==> src/hdl/lsc_pkg.sv <==
// Shared types and constants for the Laplacian sharpen/clamp unit.
// No dependencies; used by lsc_result_fifo and laplacian_sharpen_clamp_unit.
`timescale 1ns / 1ps

package lsc_pkg;

    // Port field widths
    localparam int PIXEL_IN_BITS  = 8;
    localparam int TDATA_IN_BITS  = 8;
    localparam int OUT_BITS       = 10;
    localparam int TDATA_OUT_BITS = 16;
    localparam int CFG_DATA_BITS  = 11;
    localparam int CFG_INDEX_BITS = 2;

    // Frame geometry
    localparam int HEIGHT_BITS  = 11;
    localparam int ROW_BITS     = 10;
    localparam int MIN_SIZE     = 3;
    localparam int HEIGHT_LIMIT = 1024;
    localparam int RESET_SIZE   = 10;

    // Arithmetic: wide enough for four 16-bit pixels
    localparam int ACC_BITS  = 18;
    localparam int OUT_LIMIT = 1023;

    // Result queue
    localparam int FIFO_DEPTH = 4;
    localparam int FIFO_PTR_BITS = 2;
    localparam int FIFO_CNT_BITS = 3;

    // Configuration register indexes
    localparam logic [CFG_INDEX_BITS-1:0] REG_IMAGE_WIDTH  = 2'd0;
    localparam logic [CFG_INDEX_BITS-1:0] REG_IMAGE_HEIGHT = 2'd1;

    // One result item
    typedef struct packed {
        logic                end_of_frame;
        logic                last_in_run;
        logic [OUT_BITS-1:0] sharpened;
    } lsc_result_t;

    // Results produced by one pixel transfer: count is 0, 1 or 2
    typedef struct packed {
        logic [1:0]  count;
        lsc_result_t second;
        lsc_result_t first;
    } lsc_push_t;

endpackage

==> src/hdl/lsc_result_fifo.sv <==
// Four-entry result queue between the filter datapath and the output stream.
// Takes up to two results per cycle, gives one per transfer. Depends on lsc_pkg.
`timescale 1ns / 1ps

module lsc_result_fifo (
    input  logic                clk,
    input  logic                rst_n,
    input  lsc_pkg::lsc_push_t  push,
    output logic                room_for_two,
    output logic                head_valid,
    input  logic                head_ready,
    output lsc_pkg::lsc_result_t head
);
    import lsc_pkg::*;

    lsc_result_t               entry_reg [FIFO_DEPTH];
    logic [FIFO_PTR_BITS-1:0]  wr_ptr_reg, wr_ptr_next;
    logic [FIFO_PTR_BITS-1:0]  rd_ptr_reg, rd_ptr_next;
    logic [FIFO_CNT_BITS-1:0]  count_reg, count_next;
    logic [FIFO_PTR_BITS-1:0]  wr_ptr_plus1;
    logic                      pop;

    // Handshake status
    assign head_valid   = (count_reg != '0);
    assign room_for_two = (count_reg <= FIFO_CNT_BITS'(FIFO_DEPTH - 2));
    assign head         = entry_reg[rd_ptr_reg];
    assign pop          = head_valid && head_ready;
    assign wr_ptr_plus1 = wr_ptr_reg + FIFO_PTR_BITS'(1);

    // Pointer and fill arithmetic
    always_comb
    begin
        wr_ptr_next = wr_ptr_reg + FIFO_PTR_BITS'(push.count);
        rd_ptr_next = pop ? rd_ptr_reg + FIFO_PTR_BITS'(1) : rd_ptr_reg;
        count_next  = count_reg + FIFO_CNT_BITS'(push.count)
                      - (pop ? FIFO_CNT_BITS'(1) : FIFO_CNT_BITS'(0));
    end

    always_ff @(posedge clk or negedge rst_n)
    begin
        if (!rst_n)
        begin
            wr_ptr_reg <= '0;
            rd_ptr_reg <= '0;
            count_reg  <= '0;
        end
        else
        begin
            wr_ptr_reg <= wr_ptr_next;
            rd_ptr_reg <= rd_ptr_next;
            count_reg  <= count_next;
        end
    end

    // Entry storage, no reset
    always_ff @(posedge clk)
    begin
        if (push.count != 2'd0)
        begin
            entry_reg[wr_ptr_reg] <= push.first;
        end
        if (push.count == 2'd2)
        begin
            entry_reg[wr_ptr_plus1] <= push.second;
        end
    end

endmodule

==> config.mk <==
export PLATFORM = sky130hd
export DESIGN_NAME = lsc_result_fifo
export DESIGN_NICKNAME = d
export VERILOG_FILES = /design/src/hdl/lsc_pkg.sv /design/src/hdl/lsc_result_fifo.sv
export SDC_FILE = /design/constraint.sdc
export NUM_CORES = 1
export LEC_CHECK = 0
export ABC_AREA = 1
export CORE_MARGIN = 10
export CORE_UTILIZATION = 51
export DETAILED_ROUTE_END_ITERATION = 10
export DONT_BUFFER_PORTS = 1
export MAX_ROUTING_LAYER = met4
export PLACE_DENSITY = 0.72
export SYNTH_ARGS = -nofsm -noshare
export SYNTH_HDL_FRONTEND = slang
export SYNTH_SLANG_ARGS = --single-unit
==> constraint.sdc <==
create_clock -name clk -period 1.6 [get_ports clk]
set_input_delay 0.08 -clock clk [delete_from_list [all_inputs] [get_ports clk]]
set_output_delay 0.08 -clock clk [all_outputs]
set_load 0.02 [all_outputs]
==> results.json <==
{
  "die_area_sq_mm": 0.009379,
  "cts_tree": "done",
  "p_clk_share_pct": 11.5,
  "drv_cap": 0,
  "fin_tns_setup_ns": -0.2630,
  "crit_required_ns": 1.86,
  "arrival_ns": 2.01,
  "synth_ff_type": "edfxtp_1",
  "multi_input_comb_area_sq_mm": 0.001305,
  "place.port_buffers": 0,
  "peakVddDrop_v": 0.001022,
  "p_sw_w": 0.002975,
  "clk-insertion-delay-late_ns": 0.31,
  "crit_end": "count_reg[2]$_DFF_PN0_",
  "routedWlPerCell_microns": 16.78,
  "n_fill_cell": 428,
  "max_freq_mhz": 570.7,
  "hold_start": "push[20]",
  "cts.root.buffer_cell": "clkbuf_8",
  "setup_viol": 2,
  "post-synth-top-count-cell": "nand2_1",
  "grt_pass1_wl_microns": 13000,
  "r2r-end": "count_reg[2]$_DFF_PN0_",
  "intPower_w": 0.003828,
  "synth_area_sq_mm": 0.003012,
  "r2r_cells": 10,
  "register_area_sq_mm": 0.001618,
  "syn-instance-count": 376,
  "start_util_pct": 53.70,
  "syn_avg_cell_area_sq_um": 8.010,
  "synth_seq_area_share_pct": 53.68,
  "yosysWarnings": 0,
  "ys_top_cells_by_count": "nand2_1 (168), edfxtp_1 (48), nand3_1 (39), nor2_1 (28), o21ai_0 (27)",
  "grt_max_degree": 31,
  "p_comb_share_pct": 53.2,
  "synth_edf_count": 48,
  "synth_fp_nets": 410,
  "routed_wl_microns": 8540,
  "critPathLaunchType": "flip-flop",
  "cp-end-kind": "flip-flop",
  "overflow": 0,
  "htreeDepth": 2,
  "r2r_setup_slack_ns": -0.15,
  "gp_congestion": 0.8509,
  "fin_crit_ns": 1.752,
  "clkSlewWorstSetupHoldPaths_ns": 0.10,
  "core-area_sq_mm": 0.005608,
  "worstReg2RegStart": "count_reg[1]$_DFF_PN0_",
  "dp_slack_ns": -0.1767,
  "fin_area_sq_mm": 0.003897,
  "timing.final.ws_setup_ns": -0.1523,
  "first_iter_violations": 324,
  "violations": "hold timing, setup timing",
  "crit_start": "count_reg[1]$_DFF_PN0_",
  "largest_register_ffs": 48,
  "grt_pass1_vias": 2594,
  "crit_type": "flip-flop to flip-flop",
  "avgViaCountPerCell": 5.365,
  "via_count": 2731,
  "hold_class": "input pin to flip-flop",
  "synthTopCellsByArea": "edfxtp_1 (48%), nand2_1 (21%), nand3_1 (6.5%)",
  "antenna_found_initial": 0,
  "final_nets": 470,
  "synth_cell_types": 22,
  "insertedDiodeCount": 0,
  "rsz0062_at_grt": "true",
  "cts_buffers": 5,
  "synth_top_cell_by_area": "edfxtp_1",
  "grt.total_usage_pct": 17.15,
  "hold_slack_ns": -0.0008830,
  "hold_viol_final": 1,
  "placed_cell_area_sq_mm": 0.003229,
  "drtPass1Iterations": 5,
  "status": "finished with violations",
  "slew_headroom_pct": 66.94,
  "power.density_mw_per_mm2": 1745,
  "power_frac_seq_pct": 35.3,
  "finalClockSkew_ns": 0.005691,
  "cts.sinks": 55,
  "drc": 0,
  "worstMarginPinSlew_ns": 0.4940,
  "antenna_left": 0,
  "final_core_util_pct": 69.50,
  "switching_share_pct": 43.73,
  "io_pins": 43,
  "finalCritPeriodShare_pct": 109.5,
  "synthArstFlopShare_pct": 12.73,
  "drive_gt1_share_pct": 20.59,
  "fp.dieW_microns": 96.85,
  "synthDominantCellAreaShare_pct": 47.86,
  "hpwl_microns": 5251,
  "drv_slew": 0,
  "fp-row-count": 27,
  "path_max_fanout": 2,
  "die_y_microns": 96.85,
  "clockBufferDepth": 2,
  "p_leak_nw": 1.783,
  "area_growth_pct": 29.41,
  "ys_ff_latch": 55
}
-- metrics by stage --
stage               power [W]  std cells
floorplan            0.004284        376
global placement     0.005134        459
detailed placement   0.005219        459
CTS                  0.006276        504
global route         0.007251        509
finish               0.006803        509
-- metal layers --
| metal | vias to the layer above | GRT usage, % | share of wire, % |
|---|---|---|---|
| met1 | 1233 | 19.39 | 40 |
| li1 | 1332 | - | - |
| met3 | 27 | 3.407 | 6.2 |
| met4 | 0 | 6.313 | 2.9 |
| met2 | 139 | 29.29 | 51 |
| met5 | - | - | 0 |
-- cell families (layout without fill, tap and decap cells) --
logic type      Yosys count  count (layout)  share of synthesized area (%)
simple gates            241             241                          32.20
flops                    55              55                          53.68
buf+inv                  46             107                          6.979
compound gates           29              29                          4.819
fa+ha+maj                 5               5                          2.327
-- worst max-delay path, cell delays in order, from the launching register on --
cell and delay (ns):
dfrtp_1 0.40, nor2_2 0.12, nand2_2 0.07, nand2_2 0.09
inv_2 0.05, ha_4 0.25, inv_2 0.04, ha_4 0.14
fa_2 0.33, nand3b_1 0.16, nand2_1 0.06
-- placed cells by master (no fill, tap or decap), drive strengths merged --
cell type,n
clkbuf,8
o21ai,28
nand4,1
clkinvlp,2
dlygate4sd3,30
edfxtp,48
nand3,39
fa,1
nor2,30
dfrtp,7
ha,4
nand2,169
inv,25
a21oi,1
clkinv,3
buf,39
nand3b,1
or2,1
-- what timing repair did --
item,in CTS,in global routing
buffers inserted,9,2
setup endpoints to repair,2,36
hold buffers,28,2
hold endpoints to repair,59,2
cloned,0,3
resized for setup,17,41
pin swaps,7,16
-- worst min path at each step --
| stage | end | slack, ns | cells past startpoint |
|---|---|---|---|
| finish | entry_reg[3][8]$_DFFE_PP_ | -0.0009 | 2 |
| global route | entry_reg[2][3]$_DFFE_PP_ | 0.008 | 2 |
| detailed placement | wr_ptr_reg[0]$_DFF_PN0_ | -0.22 | 0 |
| floorplan | count_reg[0]$_DFF_PN0_ | -0.22 | 0 |
| CTS | count_reg[0]$_DFF_PN0_ | -0.11 | 1 |
| global placement | wr_ptr_reg[0]$_DFF_PN0_ | -0.22 | 0 |
-- cell type report --
cell class | instances | area share [%]
timing repair buffer | 71 | 17.59
sequential | 55 | 41.51
tap | 72 | 2.311
clock buffer | 6 | 1.862
inverter | 27 | 2.697
timing repair inverter | 1 | 0.1926
multi-input combinational | 275 | 33.48
clock inverter | 2 | 0.3531
-- power groups by stage --
stage / registers [W] / clock network [W] / logic (W)
final: 0.00240 / 0.000781 / 0.00362
after global routing: 0.00244 / 0.000844 / 0.00396
after CTS: 0.00234 / 0.000787 / 0.00315
after detailed placement: 0.00237 / 0 / 0.00285
after global placement: 0.00235 / 0 / 0.00278
after floorplan: 0.00236 / 0 / 0.00193
Power figures use the tool's default switching activity.
